`src/hdl/level_dependent_lowpass_defines.svh`:
```
// ----------------------------------------------------------------------------
// level_dependent_lowpass_defines
// Assertion macros shared by the level-dependent low-pass RTL.
// ----------------------------------------------------------------------------
`ifndef LEVEL_DEPENDENT_LOWPASS_DEFINES_SVH
`define LEVEL_DEPENDENT_LOWPASS_DEFINES_SVH

// same-cycle implication
`define LDL_ASSERT_IMP(lbl, ante, cons, msg) \
  lbl: assert property (@(posedge clk) disable iff (rst) (ante) |-> (cons)) \
    else $error(msg);

// next-cycle implication
`define LDL_ASSERT_NEXT(lbl, ante, cons, msg) \
  lbl: assert property (@(posedge clk) disable iff (rst) (ante) |=> (cons)) \
    else $error(msg);

`endif

```
`src/hdl/ldl_pkg.sv`:
```
`timescale 1ns / 1ps
// ----------------------------------------------------------------------------
// ldl_pkg
// Types, constants and small tables for the level-dependent low-pass.
// ----------------------------------------------------------------------------
package ldl_pkg;

  localparam int CHANNELS_DEF      = 2;
  localparam int UPDATE_PERIOD_DEF = 16;
  localparam int CNT_W             = 8;   // holds UPDATE_PERIOD-1 up to 255
  localparam int APB_AW            = 5;

  // register map (word index)
  localparam logic [2:0] REG_LEVEL_DECAY  = 3'd0;
  localparam logic [2:0] REG_OMEGA        = 3'd1;
  localparam logic [2:0] REG_INIT_COEF    = 3'd2;
  localparam logic [2:0] REG_BANDWIDTH    = 3'd3;
  localparam logic [2:0] REG_TAPE         = 3'd4;
  localparam logic [2:0] REG_DRIVE        = 3'd5;
  localparam logic [2:0] REG_SPEED        = 3'd6;

  localparam logic [23:0] RST_LEVEL_DECAY = 24'd16771392;
  localparam logic [23:0] RST_OMEGA       = 24'd562210;
  localparam logic [23:0] RST_INIT_COEF   = 24'd14712000;
  localparam logic [15:0] RST_BANDWIDTH   = 16'd65535;
  localparam logic [1:0]  RST_SPEED       = 2'd1;

  localparam logic [31:0] ENV_FLOOR  = 32'd4;
  localparam logic [31:0] W_BASE     = 32'd29491;
  localparam logic [31:0] W_SPAN     = 32'd36045;
  localparam logic [31:0] K_TAPE     = 32'd20972;
  localparam logic [31:0] K_DRIVE    = 32'd11796;
  localparam logic [31:0] K_SMOOTH   = 32'd11796;
  localparam logic [31:0] K_KEEP     = 32'd53740;  // 65536 - K_SMOOTH
  localparam logic [17:0] LOSS_MIN   = 18'd29491;
  localparam logic [31:0] INV_LN2    = 32'd24204406;
  localparam logic [31:0] LN2_Q30    = 32'd744261118;
  localparam logic [30:0] ONE_Q30    = 31'h4000_0000;
  localparam logic [31:0] X_LIMIT    = 32'd285212672;  // 17.0 in Q.24
  localparam int          ROOT_STEPS = 17;

  typedef struct packed {
    logic [31:0]      env;
    logic [31:0]      fmem;
    logic [23:0]      coef;
    logic [CNT_W-1:0] cnt;
  } entry_t;

  function automatic logic [14:0] base_hz(input logic [1:0] speed);
    case (speed)
      2'd0:    base_hz = 15'd9500;
      2'd1:    base_hz = 15'd13200;
      default: base_hz = 15'd17500;
    endcase
  endfunction

  // floor(2^32 / k), k = 2..10
  function automatic logic [31:0] recip(input logic [3:0] k);
    case (k)
      4'd2:    recip = 32'd2147483648;
      4'd3:    recip = 32'd1431655765;
      4'd4:    recip = 32'd1073741824;
      4'd5:    recip = 32'd858993459;
      4'd6:    recip = 32'd715827882;
      4'd7:    recip = 32'd613566756;
      4'd8:    recip = 32'd536870912;
      4'd9:    recip = 32'd477218588;
      4'd10:   recip = 32'd429496729;
      default: recip = 32'hFFFF_FFFF;
    endcase
  endfunction

endpackage

```
`src/hdl/ldl_state_ram.sv`:
```
`timescale 1ns / 1ps
// ----------------------------------------------------------------------------
// ldl_state_ram
// Per-channel state memory, one write port, one registered read port.
// ----------------------------------------------------------------------------
module ldl_state_ram import ldl_pkg::*; #(
  parameter int CHANNELS = CHANNELS_DEF,
  parameter int AW       = 1
) (
  input  logic          clk,
  input  logic          we,
  input  logic [AW-1:0] waddr,
  input  entry_t        wdata,
  input  logic          re,
  input  logic [AW-1:0] raddr,
  output entry_t        rdata
);

  entry_t mem [CHANNELS];

  always_ff @(posedge clk) begin
    if (we) begin
      mem[waddr] <= wdata;
    end
  end

  always_ff @(posedge clk) begin
    if (re) begin
      rdata <= mem[raddr];
    end
  end

endmodule

```
`config.mk`:
```
export PLATFORM = sky130hd
export DESIGN_NAME = ldl_state_ram
export DESIGN_NICKNAME = d
export VERILOG_FILES = /design/src/hdl/level_dependent_lowpass_defines.svh /design/src/hdl/ldl_pkg.sv /design/src/hdl/ldl_state_ram.sv
export SDC_FILE = /design/constraint.sdc
export NUM_CORES = 1
export LEC_CHECK = 0
export BUFFER_PORTS_ARGS = -buffer_cell sky130_fd_sc_hd__buf_2
export CORE_MARGIN = 2
export CORE_UTILIZATION = 36
export CTS_BUF_LIST = sky130_fd_sc_hd__clkbuf_4 sky130_fd_sc_hd__clkbuf_8
export CTS_CLUSTER_DIAMETER = 40
export DETAILED_ROUTE_END_ITERATION = 8
export PLACE_DENSITY_LB_ADDON = 0.25
export SETUP_SLACK_MARGIN = 0.15
export SKIP_CTS_REPAIR_TIMING = 1
export SLEW_MARGIN = 10
export SYNTH_ARGS = -nofsm -noshare
export SYNTH_HDL_FRONTEND = slang
export SYNTH_SLANG_ARGS = --single-unit
```
`constraint.sdc`:
```
create_clock -name clk -period 7.03 [get_ports clk]
set_input_delay 0.3515 -clock clk [delete_from_list [all_inputs] [get_ports clk]]
set_output_delay 0.3515 -clock clk [all_outputs]
set_load 0.05 [all_outputs]
```
==> summary.txt <==
Logic synthesis
  – Syn avg cell area: roughly 25 sq um
  – Number of synthesized register bits: ~290
  – Sequential fraction of the synthesis area: between 80% and 90%
  – Post-synth EDFFs: approximately 290
  – Top-area cell type share of the netlist area: 86.3%
  – Top cells by area, synth: edfxtp_1 (86%), mux2_2 (6.3%), mux2_4 (6.0%), buf_12 (0.80%), buf_2 (0.25%)
  – Primary FF master, synth: edfxtp_1
  – Gate Count Post-Synth: between 300 and 400
  – Net count of the mapped netlist: around 500
  – Synth cell count leaders: edfxtp_1 (288), mux2_2 (56), mux2_4 (40)
  – Synth cell types: 9
  – Most numerous cell in the Yosys netlist: edfxtp_1
  – Cell Area, Synth: approximately 10,000 sq um
  – Area leader, netlist: edfxtp_1
  – Post-synth ARST share: 0%
  – Yosys warnings: 0

Run status
  – Status: finished, final reports clean

CTS
  – Clock transition at the registers of the reported paths: 50 ps
  – Worst-Skew Late Latency: about 540 ps
  – CTS tree: yes
  – Htree depth: 2
  – CTS root buffer: clkbuf_8
  – Sink Count: between 200 and 300
  – Clock tree buffer depth: 3
  – Clock buffers created by TritonCTS: between 40 and 50

STA
  – Final Cycle Share: between 20 and 30%
  – RSZ-0062 raised after global routing: false
  – Slew @ Worst Pin: approximately 1100 ps
  – Fmax: ~0.48 GHz
  – Worst slew margin: between 20 and 30%
  – Number of failing hold endpoints at the final stage: 0
  – Tmin final: 2080 ps
  – Setup_tns: 0 ps
  – Max Clock Skew: ~15 ps
  – Fin. max-slew vios: 0
  – Final setup vio count: 0

Floorplan
  – Core ar.: roughly 28,000 sq um
  – Die W: roughly 170 um
  – Io pins: around 200
  – Die footprint: a little under 30,000 sq um
  – Die height: 171 um
  – Starting Density: 36.3%
  – Row count: roughly 60

Final layout
  – Area growth from synthesis to layout: 32.4%
  – Share of post-route cells with drive strength above 1: roughly 49%
  – Cell Count, Final, Fillers Out: ~1,100
  – FILL cells: between 2,000 and 2,500
  – Final Cell Area: roughly 13,000 sq um
  – Nets: 830
  – Diodes inserted: 0

Drt
  – Final WL: between 15 and 20 mm
  – DRC violations left: 0
  – 1st-iter DRT viols: just under 200
  – Via Count: between 4,000 and 5,000
  – Routed wire length per instance: roughly 16 um
  – Routed Antenna Nets: 0
  – Vias per std cell: 4.26
  – First drt pass iteration count: 4

Worst setup path
  – CP max FO: 62
  – CP Capture Type: flop
  – Worst R2R Path Depth: 1
  – Crit start category: input port
  – CP required: just over 7000 ps
  – CP max-delay cell: nor2b_4
  – Critical path arrival: 2220 ps
  – Cell-by-cell trace of the critical path: buf_2, nor2b_4, buf_4
  – Setup Crit Path Kind: in -> reg
  – R2r setup slk: between 6000 and 7000 ps
  – CP max stage delay: about 840 ps

Global route
  – Initial antenna violation count: 0
  – Vias in the first global route: around 5,000
  – Total global routing overflow: 0
  – GRT Util Overall: a little under an eighth
  – First-pass GRT wire length: roughly 26 mm
  – Largest net degree at the start of global routing: 65

Place
  – Port buffer count: ~200
  – DPL Wire Length: roughly 11 mm
  – Placed insts: 964
  – GP Congestion: ~0.73
  – DP Area: 11,400 sq um

Worst hold path
  – Worst hold stages: 1
  – Tightest Hold Check Type: in -> reg

Power and ir drop
  – VDD IR max: between 0.00015 and 0.0002 V
  – Pwr Density: around 300 nW/um^2
  – Pleak: ~5 nW

Flow run
  – Max cap viols: 0
## kinds of logic (layout without fill, tap and decap cells)
family        after synthesis  count (layout)  synth area share [%]
buf+inv                    11             381                  1.31
mux                        96              96                  12.3
flops                     288             288                  86.3
simple gates                2               2                 0.125
## registers in the layout, summed over array words and instances, names as in the netlist
register and flops:
mem 192, rdata 96
## cell type report
| type | count | area (sq um) | share of cell area (%) |
|---|---|---|---|
| Clock inverter | 21 | 129 | 0.971 |
| Tap cell | 378 | 473 | 3.56 |
| Sequential cell | 288 | 8650 | 65.2 |
| Clock buffer | 68 | 830 | 6.25 |
| Multi-Input combinational cell | 98 | 1250 | 9.45 |
| Timing Repair Buffer | 292 | 1940 | 14.6 |
## final timing paths
check | start | end
worst max-delay path | we | mem[0][56]
worst min-delay path | wdata[73] | mem[0][73]
worst min register to register | mem[0][89] | rdata[89]
worst max register to register | mem[1][29] | rdata[29]
## where the power goes
part / internal [mW] / switching (mW)
sequential: 2.03 / 0.0295
combinational: 0.138 / 0.244
clock: 0.801 / 0.633
## stage by stage
stage	worst slack, ps	util, %	hold slack, ps	power, mW
after floorplan	1840	-	450	2.34
after global placement	4410	41.2	525	2.43
after detailed placement	4340	41.2	531	2.45
after CTS	4920	44.7	-55.8	3.90
after global routing	4790	48.0	2.65	4.04
final	4950	48.0	29.5	3.88
## layout by cell type (no fill, tap or decap), drive strengths merged
cell type / instances
and2: 1
buf: 200
bufinv: 1
clkbuf: 68
clkinv: 18
clkinvlp: 2
dlygate4sd3: 92
edfxtp: 288
mux2: 96
nor2b: 1
## routing by layer
metal  GRT usage (%)  vias up  share of wire (%)
met4            4.64        0                2.4
met5               0        -                  0
met2            19.2      169                 49
li1                -     2277                  -
met3            4.81       42                7.6
met1            14.4     2394                 41
## critical path: cells and delay by family
kind / cells / cell delay, ps
AND/OR/NAND/NOR: 1 / 840
buffers and inverters: 2 / 910
(Power assumes the default switching activity.)
