===== src/hdl/level_dependent_lowpass_defines.svh =====
// ----------------------------------------------------------------------------
// level_dependent_lowpass_defines
// Assertion macros shared by the level-dependent low-pass RTL.
// ----------------------------------------------------------------------------
`ifndef LEVEL_DEPENDENT_LOWPASS_DEFINES_SVH
`define LEVEL_DEPENDENT_LOWPASS_DEFINES_SVH

// same-cycle implication
`define LDL_ASSERT_IMP(lbl, ante, cons, msg) \
  lbl: assert property (@(posedge clk) disable iff (rst) (ante) |-> (cons)) \
    else $error(msg);

// next-cycle implication
`define LDL_ASSERT_NEXT(lbl, ante, cons, msg) \
  lbl: assert property (@(posedge clk) disable iff (rst) (ante) |=> (cons)) \
    else $error(msg);

`endif


===== src/hdl/ldl_pkg.sv =====
`timescale 1ns / 1ps
// ----------------------------------------------------------------------------
// ldl_pkg
// Types, constants and small tables for the level-dependent low-pass.
// ----------------------------------------------------------------------------
package ldl_pkg;

  localparam int CHANNELS_DEF      = 2;
  localparam int UPDATE_PERIOD_DEF = 16;
  localparam int CNT_W             = 8;   // holds UPDATE_PERIOD-1 up to 255
  localparam int APB_AW            = 5;

  // register map (word index)
  localparam logic [2:0] REG_LEVEL_DECAY  = 3'd0;
  localparam logic [2:0] REG_OMEGA        = 3'd1;
  localparam logic [2:0] REG_INIT_COEF    = 3'd2;
  localparam logic [2:0] REG_BANDWIDTH    = 3'd3;
  localparam logic [2:0] REG_TAPE         = 3'd4;
  localparam logic [2:0] REG_DRIVE        = 3'd5;
  localparam logic [2:0] REG_SPEED        = 3'd6;

  localparam logic [23:0] RST_LEVEL_DECAY = 24'd16771392;
  localparam logic [23:0] RST_OMEGA       = 24'd562210;
  localparam logic [23:0] RST_INIT_COEF   = 24'd14712000;
  localparam logic [15:0] RST_BANDWIDTH   = 16'd65535;
  localparam logic [1:0]  RST_SPEED       = 2'd1;

  localparam logic [31:0] ENV_FLOOR  = 32'd4;
  localparam logic [31:0] W_BASE     = 32'd29491;
  localparam logic [31:0] W_SPAN     = 32'd36045;
  localparam logic [31:0] K_TAPE     = 32'd20972;
  localparam logic [31:0] K_DRIVE    = 32'd11796;
  localparam logic [31:0] K_SMOOTH   = 32'd11796;
  localparam logic [31:0] K_KEEP     = 32'd53740;  // 65536 - K_SMOOTH
  localparam logic [17:0] LOSS_MIN   = 18'd29491;
  localparam logic [31:0] INV_LN2    = 32'd24204406;
  localparam logic [31:0] LN2_Q30    = 32'd744261118;
  localparam logic [30:0] ONE_Q30    = 31'h4000_0000;
  localparam logic [31:0] X_LIMIT    = 32'd285212672;  // 17.0 in Q.24
  localparam int          ROOT_STEPS = 17;

  typedef struct packed {
    logic [31:0]      env;
    logic [31:0]      fmem;
    logic [23:0]      coef;
    logic [CNT_W-1:0] cnt;
  } entry_t;

  function automatic logic [14:0] base_hz(input logic [1:0] speed);
    case (speed)
      2'd0:    base_hz = 15'd9500;
      2'd1:    base_hz = 15'd13200;
      default: base_hz = 15'd17500;
    endcase
  endfunction

  // floor(2^32 / k), k = 2..10
  function automatic logic [31:0] recip(input logic [3:0] k);
    case (k)
      4'd2:    recip = 32'd2147483648;
      4'd3:    recip = 32'd1431655765;
      4'd4:    recip = 32'd1073741824;
      4'd5:    recip = 32'd858993459;
      4'd6:    recip = 32'd715827882;
      4'd7:    recip = 32'd613566756;
      4'd8:    recip = 32'd536870912;
      4'd9:    recip = 32'd477218588;
      4'd10:   recip = 32'd429496729;
      default: recip = 32'hFFFF_FFFF;
    endcase
  endfunction

endpackage


===== src/hdl/ldl_exp.sv =====
`timescale 1ns / 1ps
// ----------------------------------------------------------------------------
// ldl_exp
// Sequenced 1 - exp(-x): x in Q.24, result Q0.24. exp is taken as
// 2^-(n+f) with a 10-term Horner series for 2^-f on one shared multiplier.
// ----------------------------------------------------------------------------
module ldl_exp import ldl_pkg::*; (
  input  logic        clk,
  input  logic        rst,
  input  logic        start,
  input  logic [31:0] x,
  output logic [23:0] target,
  output logic        done
);

  localparam logic [3:0] X_IDLE = 4'd0;
  localparam logic [3:0] X_Y    = 4'd1;
  localparam logic [3:0] X_T    = 4'd2;
  localparam logic [3:0] X_H    = 4'd3;
  localparam logic [3:0] X_LD   = 4'd4;
  localparam logic [3:0] X_A    = 4'd5;
  localparam logic [3:0] X_B    = 4'd6;
  localparam logic [3:0] X_C    = 4'd7;
  localparam logic [3:0] X_FIN  = 4'd8;

  logic [3:0]  state;
  logic [31:0] xr;
  logic [63:0] prod;
  logic [31:0] mul_a, mul_b;
  logic [6:0]  n;
  logic [23:0] frac;
  logic [29:0] t;
  logic [30:0] h;
  logic [3:0]  k;
  logic [31:0] q;
  logic [63:0] y_sum;
  logic [35:0] est_k;
  logic [35:0] rem;
  logic [31:0] est;
  logic [31:0] quot;
  logic [5:0]  s;
  logic [47:0] hw;
  logic [47:0] e24;

  always_comb begin
    case (state)
      X_Y:     begin mul_a = xr;             mul_b = INV_LN2;   end
      X_H:     begin mul_a = {8'b0, frac};   mul_b = LN2_Q30;   end
      X_A:     begin mul_a = {2'b0, t};      mul_b = {1'b0, h}; end
      X_B:     begin mul_a = prod[61:30];    mul_b = recip(k);  end
      default: begin mul_a = '0;             mul_b = '0;        end
    endcase
  end

  assign y_sum = prod + 64'h80_0000;
  assign est   = prod[63:32];
  assign est_k = 36'(est) * 36'(k);
  assign rem   = 36'(q) - est_k;

  // reciprocal estimate is at most one low
  always_comb begin
    if (k == 4'd1) begin
      quot = q;
    end else if (rem >= 36'(k)) begin
      quot = est + 32'd1;
    end else begin
      quot = est;
    end
  end

  assign s   = ((n > 7'd40) ? 6'd40 : n[5:0]) + 6'd6;
  assign hw  = {17'b0, h} + (48'd1 << (s - 6'd1));
  assign e24 = hw >> s;

  always_ff @(posedge clk) begin
    prod <= mul_a * mul_b;
  end

  always_ff @(posedge clk) begin
    if (rst) begin
      state <= X_IDLE;
      done  <= 1'b0;
    end else begin
      done <= 1'b0;
      case (state)
        X_IDLE: begin
          if (start) begin
            xr <= x;
            if (x >= X_LIMIT) begin
              target <= 24'hFF_FFFF;
              done   <= 1'b1;
            end else begin
              state <= X_Y;
            end
          end
        end
        X_Y: state <= X_T;
        X_T: begin
          n     <= y_sum[54:48];
          frac  <= y_sum[47:24];
          state <= X_H;
        end
        X_H: state <= X_LD;
        // fraction times ln2 has landed: load series start
        X_LD: begin
          t     <= prod[53:24];
          h     <= ONE_Q30;
          k     <= 4'd10;
          state <= X_A;
        end
        X_A: state <= X_B;
        X_B: begin
          q     <= prod[61:30];
          state <= X_C;
        end
        X_C: begin
          h <= ONE_Q30 - quot[30:0];
          if (k == 4'd1) begin
            state <= X_FIN;
          end else begin
            k     <= k - 4'd1;
            state <= X_A;
          end
        end
        X_FIN: begin
          if (e24 >= 48'h100_0000) begin
            target <= '0;
          end else if (e24 == 48'd0) begin
            target <= 24'hFF_FFFF;
          end else begin
            target <= 24'(48'h100_0000 - e24);
          end
          done  <= 1'b1;
          state <= X_IDLE;
        end
        default: state <= X_IDLE;
      endcase
    end
  end

endmodule


===== config.mk =====
export PLATFORM = sky130hd
export DESIGN_NAME = ldl_exp
export DESIGN_NICKNAME = d
export VERILOG_FILES = /design/src/hdl/level_dependent_lowpass_defines.svh /design/src/hdl/ldl_pkg.sv /design/src/hdl/ldl_exp.sv
export SDC_FILE = /design/constraint.sdc
export NUM_CORES = 2
export LEC_CHECK = 0
export ABC_AREA = 1
export ABC_CLOCK_PERIOD_IN_PS = 11900
export BUFFER_PORTS_ARGS = -buffer_cell sky130_fd_sc_hd__buf_4
export CORE_ASPECT_RATIO = 1.75
export CORE_UTILIZATION = 65
export CTS_CLUSTER_SIZE = 24
export DETAILED_ROUTE_END_ITERATION = 12
export GPL_ROUTABILITY_DRIVEN = 1
export HOLD_SLACK_MARGIN = 0.15
export MAX_ROUTING_LAYER = met4
export PLACE_DENSITY = 0.92
export SKIP_CTS_REPAIR_TIMING = 1
export SLEW_MARGIN = 20
export SYNTH_ARGS = -nofsm -noshare
export SYNTH_HDL_FRONTEND = slang
export SYNTH_SLANG_ARGS = --single-unit

===== constraint.sdc =====
create_clock -name clk -period 11.9 [get_ports clk]
set_clock_uncertainty 0.15 [all_clocks]
set_input_delay 0 -clock clk [delete_from_list [all_inputs] [get_ports clk]]
set_output_delay 0 -clock clk [all_outputs]
set_load 0.1 [all_outputs]

==> impl_summary.log <==
INFO  metric worst_path_max_delay_cell = inv_1
INFO  metric mostFrequentLayoutCell = nand2_1
INFO  metric grt_antenna_before_repair = 8
INFO  metric outcome = complete, no violations
INFO  metric stdcell_count = 8403
INFO  metric pwr-share-seq = 22.3%
INFO  metric power_switching_share = 52.0%
INFO  metric dr.first_iter.drc_count = 5512
INFO  metric end_kind = flip-flop
INFO  metric clk_path_buf_depth = 3
INFO  metric ant_nets = 0
INFO  metric die-width = 222 um
INFO  metric clkSinkCount = 245
INFO  metric hold_path_class = in2reg
INFO  metric fillers = 6655
INFO  metric slew_violations = 0
INFO  metric firstDrtPassIters = 12
INFO  metric synth_enable_flop_cells = 184
INFO  metric post_route_cells_drive_above_1_share = 5.03%
INFO  metric place_inst = 8269
INFO  metric crit_type = reg2reg
INFO  metric num_vias = 52100
INFO  metric clkTransAtPathRegs = 0.07 ns
INFO  metric placement.setup.worst_slack = 1.71 ns
INFO  metric timing.fmax = 95.3 MHz
INFO  metric cp-start-kind = flip-flop
INFO  metric cts_tree = done
INFO  metric clock_tree.htree_level_count = 1
INFO  metric core.rowCount = 141
INFO  metric floorplan.initialDensity = 65.6%
INFO  metric synthesis.instances = 7314
INFO  metric maximum_fanout_count_along_the_critical_path = 24
INFO  metric remaining_drc_errors = 0
INFO  metric syn_area_per_cell = 7.56 sq um
INFO  metric cts_root_buffer = clkbuf_16
INFO  metric grt_setup_unrepaired = no
INFO  metric global_route.overflow_total = 0
INFO  metric final.period_utilization = 88.2%
INFO  metric critPathMostFrequentCell = fa_1
INFO  metric tightest_slew = 1.29 ns
INFO  metric met1Wirelength = 61700 um
INFO  metric max-slew-margin-rel = 13.9%
INFO  metric worst_path_bufs_invs = 11
INFO  metric highest_layer = met4
INFO  metric fin_setup_tns = 0 ns
INFO  metric clkPwrFrac = 19.4%
INFO  metric net-switching-power = 0.00261 W
INFO  metric portBuffers = 59
INFO  metric multi_input_comb_area = 0.0417 sq mm
INFO  metric grt_first_pass_wirelength = 318000 um
INFO  metric p_leak = 28.7 nW
INFO  metric die_area = 0.0863 sq mm
INFO  metric synth-seq-area-share = 12.2%
INFO  metric cp.arrival = 10.87 ns
INFO  metric crit_path_max_incr_delay = 0.82 ns
INFO  metric postLayoutSetupSlackWorst = 1.40 ns
INFO  metric wl_met3 = 23800 um
INFO  metric grt_util_all_layers = 51.4%
INFO  metric max-cap-violations = 0
INFO  metric postSynthRegisterBits = 245
INFO  metric detailedPlacementHpwl = 168000 um
INFO  metric ys.warnings.count = 0
INFO  metric powerDensity = 85.8 mW/mm^2
INFO  metric crit_family = adder cells
INFO  metric worst_skew_pair.late_latency = 0.60 ns
INFO  metric async_flop_share = 0%
INFO  metric power.internal = 0.00241 W
INFO  metric register_area = 0.00675 sq mm
INFO  metric p_comb_share = 58.3%
INFO  metric power.ir.vdd_worst = 197 uV
INFO  metric most_used_cells_in_the_layout_excluding_fill_and_tap_cells = nand2_1 (2003), inv_1 (1507), fa_1 (986)
INFO  metric via_count_of_the_first_global_routing_pass = 55600
INFO  metric final_routed_wirelength = 214000 um
INFO  metric place_congestion = 1.10
INFO  metric nNetsFinal = 8673
INFO  metric core_region_area = 0.0843 sq mm
INFO  metric route.met2.wl = 98800 um
INFO  metric route.detailed.wl_per_inst = 25.4 um
INFO  metric syn_to_final_growth = 5.93%
INFO  metric cts_inserted_buffers = 28
INFO  metric number_of_nets_produced_by_synthesis = 8692
INFO  metric synth.distinct_cells = 61
INFO  metric count_of_final_setup_violators = 0
INFO  metric worst_ep_required_time = 12.27 ns
INFO  metric postLayoutCoreUtil = 69.5%
INFO  metric boundary_pin_count = 60
INFO  metric final_hold_viol_count = 0
INFO  metric post_synthesis_cell_area = 0.0553 sq mm
INFO  metric grt_max_degree = 63
INFO  metric vias_per_cell = 6.20
INFO  metric finalWorstPathRequiredPeriod = 10.50 ns
INFO  metric yosys_most_used_dff = edfxtp_1
INFO  metric die_height = 388 um
-- worst reg2reg max path: cells and delay by family, from the launching register on --
kind	cells	cell delay, ns
AOI/OAI and AO/OA	8	1.67
xor gates and xnor gates	1	0.14
DFF	1	0.37
adders and majority gates	9	4.13
buffers and inverters	11	2.31
and+or+nand+nor	8	1.64
-- flip-flops by register name (all words and copies together), names as in the netlist, named ones only --
| signal | cells |
|---|---|
| n | 7 |
| xr | 32 |
| frac | 24 |
| k | 4 |
| t | 30 |
| prod | 41 |
| state | 4 |
| h | 31 |
| target | 24 |
| done | 1 |
| q | 32 |
-- kinds of logic after synthesis --
kind of cell | synth area share [%]
adder cells (fa/ha/maj) | 43.8
AO/OA/AOI/OAI | 4.37
flip-flops | 12.2
XOR/XNOR | 2.12
AND/OR/NAND/NOR | 25.0
buffers and inverters | 12.5
-- cell usage after synthesis, types with 63 or more instances --
master,count,area [sq um]
nand2_1,2003,7520
inv_1,1508,5660
fa_1,986,19700
nor2_1,682,2560
nand3_1,395,1980
ha_1,357,4470
clkbuf_1,221,830
edfxtp_1,184,5530
a21oi_1,177,886
o21ai_0,124,621
xor2_1,104,911
nor3_1,63,315
-- final timing paths --
kind | from | endpoint | slack, ns | cells past startpoint
worst max-delay path | state[0] | prod[58] | 1.40 | 37
worst min-delay path | rst | state[1] | 0.13 | 3
worst max register to register | state[0] | prod[58] | 1.40 | 37
worst min register to register | state[3] | state[1] | 0.32 | 1
-- power groups by stage --
stage                     Sequential (W)  Clock [W]  Combinational, W
after floorplan                  0.00105          0           0.00189
after CTS                        0.00111   0.000972           0.00279
final                            0.00112   0.000975           0.00293
after global routing             0.00112    0.00100           0.00316
after global placement           0.00113          0           0.00272
after detailed placement         0.00113          0           0.00278
-- routing by layer --
metal  global-route usage (%)  up-vias
li1                         -    21900
met1                     49.0    24500
met2                     80.7     3807
met3                     15.2     1885
met4                     52.4        0
met5                        -        -
-- cell type report --
| type | count | area share (%) |
|---|---|---|
| clock buffer | 32 | 1.22 |
| clock inverter | 20 | 0.513 |
| sequential | 245 | 11.5 |
| timing repair buffer | 223 | 3.22 |
| multi-input combinational | 5250 | 71.3 |
| tap | 1072 | 2.29 |
| antenna | 14 | 0.0598 |
| inverter | 1547 | 9.91 |
-- metrics by stage --
step           power (W)  hold slack, ns  area (sq um)
2_1_floorplan    0.00294         -0.0511         55300
3_3_place_gp     0.00385          0.0285         56800
3_5_place_dp     0.00390          0.0300         56800
4_1_cts          0.00487          -0.581         57800
5_1_grt          0.00528           0.144         58600
6_report         0.00502           0.134         58600
Power figures use the tool's default switching activity.
