--- src/hdl/level_dependent_lowpass_defines.svh ---
// ----------------------------------------------------------------------------
// level_dependent_lowpass_defines
// Assertion macros shared by the level-dependent low-pass RTL.
// ----------------------------------------------------------------------------
`ifndef LEVEL_DEPENDENT_LOWPASS_DEFINES_SVH
`define LEVEL_DEPENDENT_LOWPASS_DEFINES_SVH

// same-cycle implication
`define LDL_ASSERT_IMP(lbl, ante, cons, msg) \
  lbl: assert property (@(posedge clk) disable iff (rst) (ante) |-> (cons)) \
    else $error(msg);

// next-cycle implication
`define LDL_ASSERT_NEXT(lbl, ante, cons, msg) \
  lbl: assert property (@(posedge clk) disable iff (rst) (ante) |=> (cons)) \
    else $error(msg);

`endif

--- src/hdl/ldl_pkg.sv ---
`timescale 1ns / 1ps
// ----------------------------------------------------------------------------
// ldl_pkg
// Types, constants and small tables for the level-dependent low-pass.
// ----------------------------------------------------------------------------
package ldl_pkg;

  localparam int CHANNELS_DEF      = 2;
  localparam int UPDATE_PERIOD_DEF = 16;
  localparam int CNT_W             = 8;   // holds UPDATE_PERIOD-1 up to 255
  localparam int APB_AW            = 5;

  // register map (word index)
  localparam logic [2:0] REG_LEVEL_DECAY  = 3'd0;
  localparam logic [2:0] REG_OMEGA        = 3'd1;
  localparam logic [2:0] REG_INIT_COEF    = 3'd2;
  localparam logic [2:0] REG_BANDWIDTH    = 3'd3;
  localparam logic [2:0] REG_TAPE         = 3'd4;
  localparam logic [2:0] REG_DRIVE        = 3'd5;
  localparam logic [2:0] REG_SPEED        = 3'd6;

  localparam logic [23:0] RST_LEVEL_DECAY = 24'd16771392;
  localparam logic [23:0] RST_OMEGA       = 24'd562210;
  localparam logic [23:0] RST_INIT_COEF   = 24'd14712000;
  localparam logic [15:0] RST_BANDWIDTH   = 16'd65535;
  localparam logic [1:0]  RST_SPEED       = 2'd1;

  localparam logic [31:0] ENV_FLOOR  = 32'd4;
  localparam logic [31:0] W_BASE     = 32'd29491;
  localparam logic [31:0] W_SPAN     = 32'd36045;
  localparam logic [31:0] K_TAPE     = 32'd20972;
  localparam logic [31:0] K_DRIVE    = 32'd11796;
  localparam logic [31:0] K_SMOOTH   = 32'd11796;
  localparam logic [31:0] K_KEEP     = 32'd53740;  // 65536 - K_SMOOTH
  localparam logic [17:0] LOSS_MIN   = 18'd29491;
  localparam logic [31:0] INV_LN2    = 32'd24204406;
  localparam logic [31:0] LN2_Q30    = 32'd744261118;
  localparam logic [30:0] ONE_Q30    = 31'h4000_0000;
  localparam logic [31:0] X_LIMIT    = 32'd285212672;  // 17.0 in Q.24
  localparam int          ROOT_STEPS = 17;

  typedef struct packed {
    logic [31:0]      env;
    logic [31:0]      fmem;
    logic [23:0]      coef;
    logic [CNT_W-1:0] cnt;
  } entry_t;

  function automatic logic [14:0] base_hz(input logic [1:0] speed);
    case (speed)
      2'd0:    base_hz = 15'd9500;
      2'd1:    base_hz = 15'd13200;
      default: base_hz = 15'd17500;
    endcase
  endfunction

  // floor(2^32 / k), k = 2..10
  function automatic logic [31:0] recip(input logic [3:0] k);
    case (k)
      4'd2:    recip = 32'd2147483648;
      4'd3:    recip = 32'd1431655765;
      4'd4:    recip = 32'd1073741824;
      4'd5:    recip = 32'd858993459;
      4'd6:    recip = 32'd715827882;
      4'd7:    recip = 32'd613566756;
      4'd8:    recip = 32'd536870912;
      4'd9:    recip = 32'd477218588;
      4'd10:   recip = 32'd429496729;
      default: recip = 32'hFFFF_FFFF;
    endcase
  endfunction

endpackage

--- src/hdl/ldl_sqrt.sv ---
`timescale 1ns / 1ps
// ----------------------------------------------------------------------------
// ldl_sqrt
// Bit-serial integer square root, one root bit per cycle.
// ----------------------------------------------------------------------------
module ldl_sqrt import ldl_pkg::*; (
  input  logic        clk,
  input  logic        rst,
  input  logic        start,
  input  logic [32:0] value,
  output logic [16:0] root,
  output logic        done
);

  logic [33:0] op;
  logic [18:0] rem;
  logic [4:0]  steps;
  logic        busy;
  logic [20:0] rem_sh;
  logic [20:0] trial;

  assign rem_sh = {rem, op[33:32]};
  assign trial  = {2'b00, root, 2'b01};

  always_ff @(posedge clk) begin
    if (rst) begin
      busy  <= 1'b0;
      done  <= 1'b0;
      steps <= '0;
    end else begin
      done <= 1'b0;
      if (start) begin
        op    <= {1'b0, value};
        rem   <= '0;
        root  <= '0;
        steps <= 5'(ROOT_STEPS);
        busy  <= 1'b1;
      end else if (busy) begin
        if (rem_sh >= trial) begin
          rem  <= 19'(rem_sh - trial);
          root <= {root[15:0], 1'b1};
        end else begin
          rem  <= rem_sh[18:0];
          root <= {root[15:0], 1'b0};
        end
        op    <= {op[31:0], 2'b00};
        steps <= steps - 5'd1;
        if (steps == 5'd1) begin
          busy <= 1'b0;
          done <= 1'b1;
        end
      end
    end
  end

endmodule

--- config.mk ---
export PLATFORM = sky130hd
export DESIGN_NAME = ldl_sqrt
export DESIGN_NICKNAME = d
export VERILOG_FILES = /design/src/hdl/level_dependent_lowpass_defines.svh /design/src/hdl/ldl_pkg.sv /design/src/hdl/ldl_sqrt.sv
export SDC_FILE = /design/constraint.sdc
export NUM_CORES = 1
export LEC_CHECK = 0
export BUFFER_PORTS_ARGS = -buffer_cell sky130_fd_sc_hd__buf_2
export CAP_MARGIN = 10
export CORE_UTILIZATION = 45
export CTS_BUF_LIST = sky130_fd_sc_hd__clkbuf_4 sky130_fd_sc_hd__clkbuf_8
export DETAILED_ROUTE_END_ITERATION = 8
export PLACE_DENSITY = 0.67
export SLEW_MARGIN = 15
export SYNTH_ARGS = -nofsm -noshare
export SYNTH_HDL_FRONTEND = slang
export SYNTH_SLANG_ARGS = --single-unit
--- constraint.sdc ---
create_clock -name clk -period 5 [get_ports clk]
set_clock_uncertainty 0.2 [all_clocks]
set_input_delay 1.25 -clock clk [delete_from_list [all_inputs] [get_ports clk]]
set_output_delay 1.25 -clock clk [all_outputs]
set_load 0.01 [all_outputs]
==> results of run 1 <==
final cells by class:
cell class	instances	share of cell area [%]
Sequential cell	77	47.2
Multi-Input combinational cell	245	38.0
Timing Repair Buffer	57	6.21
Tap cell	108	2.84
Clock buffer	9	2.61
Inverter	26	2.05
Clock inverter	7	1.05
final timing paths:
path / startpoint / endpoint / slack [ps] / cells past startpoint
worst max register to register: rem[2] / rem[18] / 1600 / 9
worst max-delay path: rem[2] / rem[18] / 1600 / 9
worst min-delay path: steps[1] / steps[1] / 310 / 2
worst min register to register: steps[1] / steps[1] / 310 / 2
state kept, by name, indices dropped and copies added (netlist names):
signal,count
op,34
steps,5
done,1
root,17
rem,19
busy,1
tightest hold or removal path, cell delays in order (launching register included):
cell,delay [ps]
dfxtp_1,330
nor2_1,80
a2111oi_0,60
kinds of logic after synthesis:
group	count (synthesis)	synth area share (%)
AOI/OAI and AO/OA	61	10.1
xor gates and xnor gates	18	3.75
adders and majority gates	21	6.25
buffers and inverters	42	3.87
DFF	77	53.3
muxes	47	12.1
and+or+nand+nor	98	10.6
synthesized netlist by cell type, types with 6 or more instances:
cell type | number | area (um2)
clkbuf_1 | 8 | 30.0
o21ai_0 | 8 | 40.0
mux2i_1 | 16 | 160
buf_1 | 6 | 22.5
a21oi_1 | 23 | 115
edfxtp_1 | 70 | 2100
nor2_1 | 48 | 180
ha_1 | 21 | 263
inv_1 | 26 | 97.6
xnor2_1 | 11 | 96.3
xor2_1 | 7 | 61.3
nand2_1 | 18 | 67.6
mux2_2 | 31 | 349
dfxtp_1 | 7 | 140
power by group through the flow:
stage / combinational [W] / clock [W] / sequential (W)
finish: 0.000378 / 0.000429 / 0.000790
global route: 0.000424 / 0.000462 / 0.000797
CTS: 0.000380 / 0.000441 / 0.000791
detailed placement: 0.000378 / 0 / 0.000805
global placement: 0.000371 / 0 / 0.000804
floorplan: 0.000291 / 0 / 0.000804
per-layer routing:
layer,part of all wire (%),global-route usage (%)
met1,47,22.3
met2,48,28.2
met3,3.1,3.97
met4,1.7,6.66
met5,0,0
through the flow:
stage                     total power, W  util [%]  cell area, um2  hold slack [ps]
after global routing             0.00168      53.4            4750              341
after detailed placement         0.00118      51.5            4580              295
after global placement           0.00118      51.5            4580              285
after CTS                        0.00161      53.4            4750              307
final                            0.00160      53.4            4750              309
after floorplan                  0.00110         -            4210              269
==> results.ini, run 1 <==
[setup_path]
arrival_ps = 3310
cpPeakStageDelay_ps = 700
worstSetupPathType = reg2reg
cp_num_buf_inv = 1
crit_family = compound AO/OA/AOI/OAI gates
cp-end-kind = flop
setup.worst_path.start_class = flop
crit_fanout = 16
crit_required_ps = 4910
slowest_stage = a311oi_4
cp_cell_sequence = ha_1 > a21oi_1 > o21a_1 > a2111o_1 > a21boi_4 > a311oi_4 > buf_4 > nor2_1 > a22o_1

[drt]
routed_wl_um = 7810
drcViolationCount = 0
firstDrtPassIters = 4
avgRoutedWirePerCell_um = 14.8
antenna_left = 0
drt_iter0_markers = 109
via_per_inst = 5.33
vias = 2821

[synthesis]
syn_inst = 364
ys_seq_elements = 77
synthArstFlopShare_pct = 0
ys_warn_count = 0
synth_area_mm2 = 0.00421
syn_avg_cell_area_um2 = 11.6
yosysSeqAreaShare_pct = 53.3
synth_edf_count = 70
synth_top_flop_cell = edfxtp_1
ys_types = 42
syn_nets = 421

[cells_and_area]
final_common_cell = edfxtp_1
register_area_mm2 = 0.00224
syn_to_final_growth_pct = 13.0
layout.nets = 473
fill_cells = 779
antenna_cells = 0
multi_input_area_mm2 = 0.00181
fin_cells = 529
final_cell_mix = edfxtp_1, buf_2, nor2_1
drive_gt1_share_pct = 25.4

[clock_tree]
clockBufferDepth = 2
post_cts_buffers = 0
cts_tree = done
cts-buffers-inserted = 9
clock_latency_ps = 350
cts_hold_buf = 0
cts_root_buf = clkbuf_8
cts.sinks = 77
path_clk_slew_ps = 90
htree_levels = 3
cts-resized-gates = 0

[die]
start_util_pct = 47.3
num_rows = 34
ioPinCount = 54
die_w_um = 98.7
die_h_um = 98.7
core-area_mm2 = 0.00889
dieArea_mm2 = 0.00974

[status]
status = completed

[global_route]
antenna_found_initial = 0
grt_max_degree = 76
grt-ovfl-total = 0
track_usage_pct = 17.2
grt_pass1_wl_um = 13100
grt_pass1_vias = 2807

[power]
powerDensity_mw_per_mm2 = 336
vdd_drop_max_mv = 0.187
pwr-share-clk_pct = 26.9
switchingPower_w = 0.000479
combPwrFrac_pct = 23.7
seqPwrFrac_pct = 49.5
power_leakage_nw = 1.87
p_sw_share_pct = 30.0
intPower_w = 0.00112

[timing]
rsz0062_at_grt = false
setup_tns_ps = 0
slew_violations = 0
period_minus_slack_ps = 3400
worst_slack_ps = 1600
worst_slew_pin_slew_ps = 831
worst_slew_margin_rel_pct = 44.6
fin_crit_sh_pct = 68.0
setup_viol = 0
fmax_mhz = 294
hold_viol_final = 0

[placed_design]
placed_cells = 513
io_buffers = 53
pre_cts_ws_ps = 1620
dp_hpwl_um = 5400
gp_congestion = 0.801

[flow_run]
drv_cap = 0

[hold_path]
hold_path_class = reg2reg

Note: power is estimated with default switching activity, not from simulation.
==> run 2, diff against run 1 <==
==> constraint.sdc (replaced) <==
create_clock -name clk -period 2.9 [get_ports clk]
set_clock_uncertainty 0.2 [all_clocks]
set_input_delay 0.725 -clock clk [delete_from_list [all_inputs] [get_ports clk]]
set_output_delay 0.725 -clock clk [all_outputs]
set_load 0.01 [all_outputs]
==> results.ini, run 2 (synthesized netlist as in run 1, its figures left out) <==
[setup_path]
setup.worst_path.start_class = flop
arrival_ps = 2800
r2r_setup_slack_ps = 100
crit_required_ps = 2910
crit_fanout = 8
worstSetupPathType = reg2reg
crit-reg2reg-capture = rem[7]
r2r.worst_path.cells = 9
reg2reg_from = rem[1]
cp-end-kind = flop

[global_route]
antenna_found_initial = 0
grt-ovfl-total = 0
track_usage_pct = 16.9
grt_pass1_vias = 2835
grt_max_degree = 71
grt_pass1_wl_um = 12800

[power]
power_leakage_nw = 1.97
powerDensity_mw_per_mm2 = 578
vdd_drop_max_mv = 0.255
combPwrFrac_pct = 25.6
seqPwrFrac_pct = 47.3
switchingPower_w = 0.000877
intPower_w = 0.00201
pwr-share-clk_pct = 27.1
p_sw_share_pct = 30.4

[drt]
avgRoutedWirePerCell_um = 14.4
vias = 2909
firstDrtPassIters = 5
via_per_inst = 5.31
drcViolationCount = 0
antenna_left = 0
drt_iter0_markers = 107
routed_wl_um = 7910

[timing]
worst_slew_margin_rel_pct = 67.8
whs_ps = 308
fmax_mhz = 357
setup_viol = 0
period_minus_slack_ps = 2800
hold_viol_final = 0
fin_crit_sh_pct = 96.5
worst_slew_pin_slew_ps = 483
slew_violations = 0

[clock_tree]
cts-buffers-inserted = 9
cts_root_buf = clkbuf_8
cts.sinks = 77
cts_tree = done
htree_levels = 3
clockBufferDepth = 2
path_clk_slew_ps = 90
clock_latency_ps = 360

[die]
dieArea_mm2 = 0.00974
die_h_um = 98.7
core-area_mm2 = 0.00889
ioPinCount = 54
die_w_um = 98.7
num_rows = 34
start_util_pct = 47.3

[hold_path]
min_to = steps[1]
hold_depth = 2
hold_path_class = reg2reg
holdCritStartpoint = steps[1]

[placed_design]
io_buffers = 53
placed_cells = 531
gp_congestion = 0.861
dp_hpwl_um = 5620

[cells_and_area]
fin_cells = 548
drive_gt1_share_pct = 30.5
syn_to_final_growth_pct = 18.9
antenna_cells = 0
final_common_cell = edfxtp_1
final_cell_mix = edfxtp_1, buf_2, nor2_1
fill_cells = 754
largest_reg_flops = 34
layout.nets = 492
fin_util_pct = 56.2
register_area_mm2 = 0.00224
largest_register = op
layout_top_registers = op x34, rem x19, root x17
multi_input_area_mm2 = 0.00185

[flow_run]
drv_cap = 0

[status]
status = completed

[run 2: cell types whose count changed in the layout (fill, tap and decap cells not counted), moves of 2 or more]
cell      change
o21ai_1       +2
buf_4        +15
o21ai_0       -2
clkinv_2      -3
buf_12        +2
ha_2          +2
inv_8         +2
ha_1          -4
ha_4          +2
[run 2: how the worst max path moves through the flow]
stage	from	endpoint	slack [ps]	cells past startpoint
floorplan	root[9]	rem[6]	40	10
global placement	root[0]	rem[18]	150	10
detailed placement	rem[8]	rem[18]	60	9
CTS	rem[1]	rem[7]	40	9
global route	root[6]	rem[2]	-20	10
finish	rem[1]	rem[7]	100	9
[run 2: routing by layer]
metal,GRT usage [%],share of wire (%)
met5,0,0
met4,5.97,1.3
met3,4.68,4.6
met2,28.9,48
met1,20.5,46
[run 2: power groups by stage]
stage | clock network, W | logic (W) | registers [W]
2_1_floorplan | 0 | 0.000503 | 0.00138
3_3_place_gp | 0 | 0.000703 | 0.00139
3_5_place_dp | 0 | 0.000714 | 0.00139
4_1_cts | 0.000802 | 0.000718 | 0.00136
5_1_grt | 0.000839 | 0.000823 | 0.00137
6_report | 0.000783 | 0.000738 | 0.00137
[run 2: stage by stage]
stage | area, um2 | worst slack (ps) | power, W | setup TNS [ps]
floorplan | 4210 | 38.0 | 0.00189 | 0
finish | 5000 | 101 | 0.00289 | 0
CTS | 4930 | 36.5 | 0.00289 | 0
global placement | 4740 | 154 | 0.00209 | 0
detailed placement | 4740 | 63.8 | 0.00210 | 0
global route | 5000 | -18.0 | 0.00304 | -71.6
[run 2: what timing repair did]
item	in CTS	in global routing
hold buffers	0	0
gates resized for setup	0	14
buffers inserted	0	0
setup endpoints to repair	0	15
[run 2: final cells by class]
cell class	instances	share of cell area [%]
flip-flops and latches	77	44.9
multi-input cells	245	37.0
repair buffers	76	9.69
well taps	108	2.70
clock buffers	9	2.48
inverters	26	1.95
clock inverters	7	1.30
[run 2: worst max-delay path, cell delays in order, from the launching register on]
cell and delay (ps):
edfxtp_1 450, ha_4 330, o211ai_1 90, o21a_1 200, a2111o_1 420, a21boi_4 180, a311oi_4 170, clkbuf_16 220
a211o_1 270, a21oi_1 130
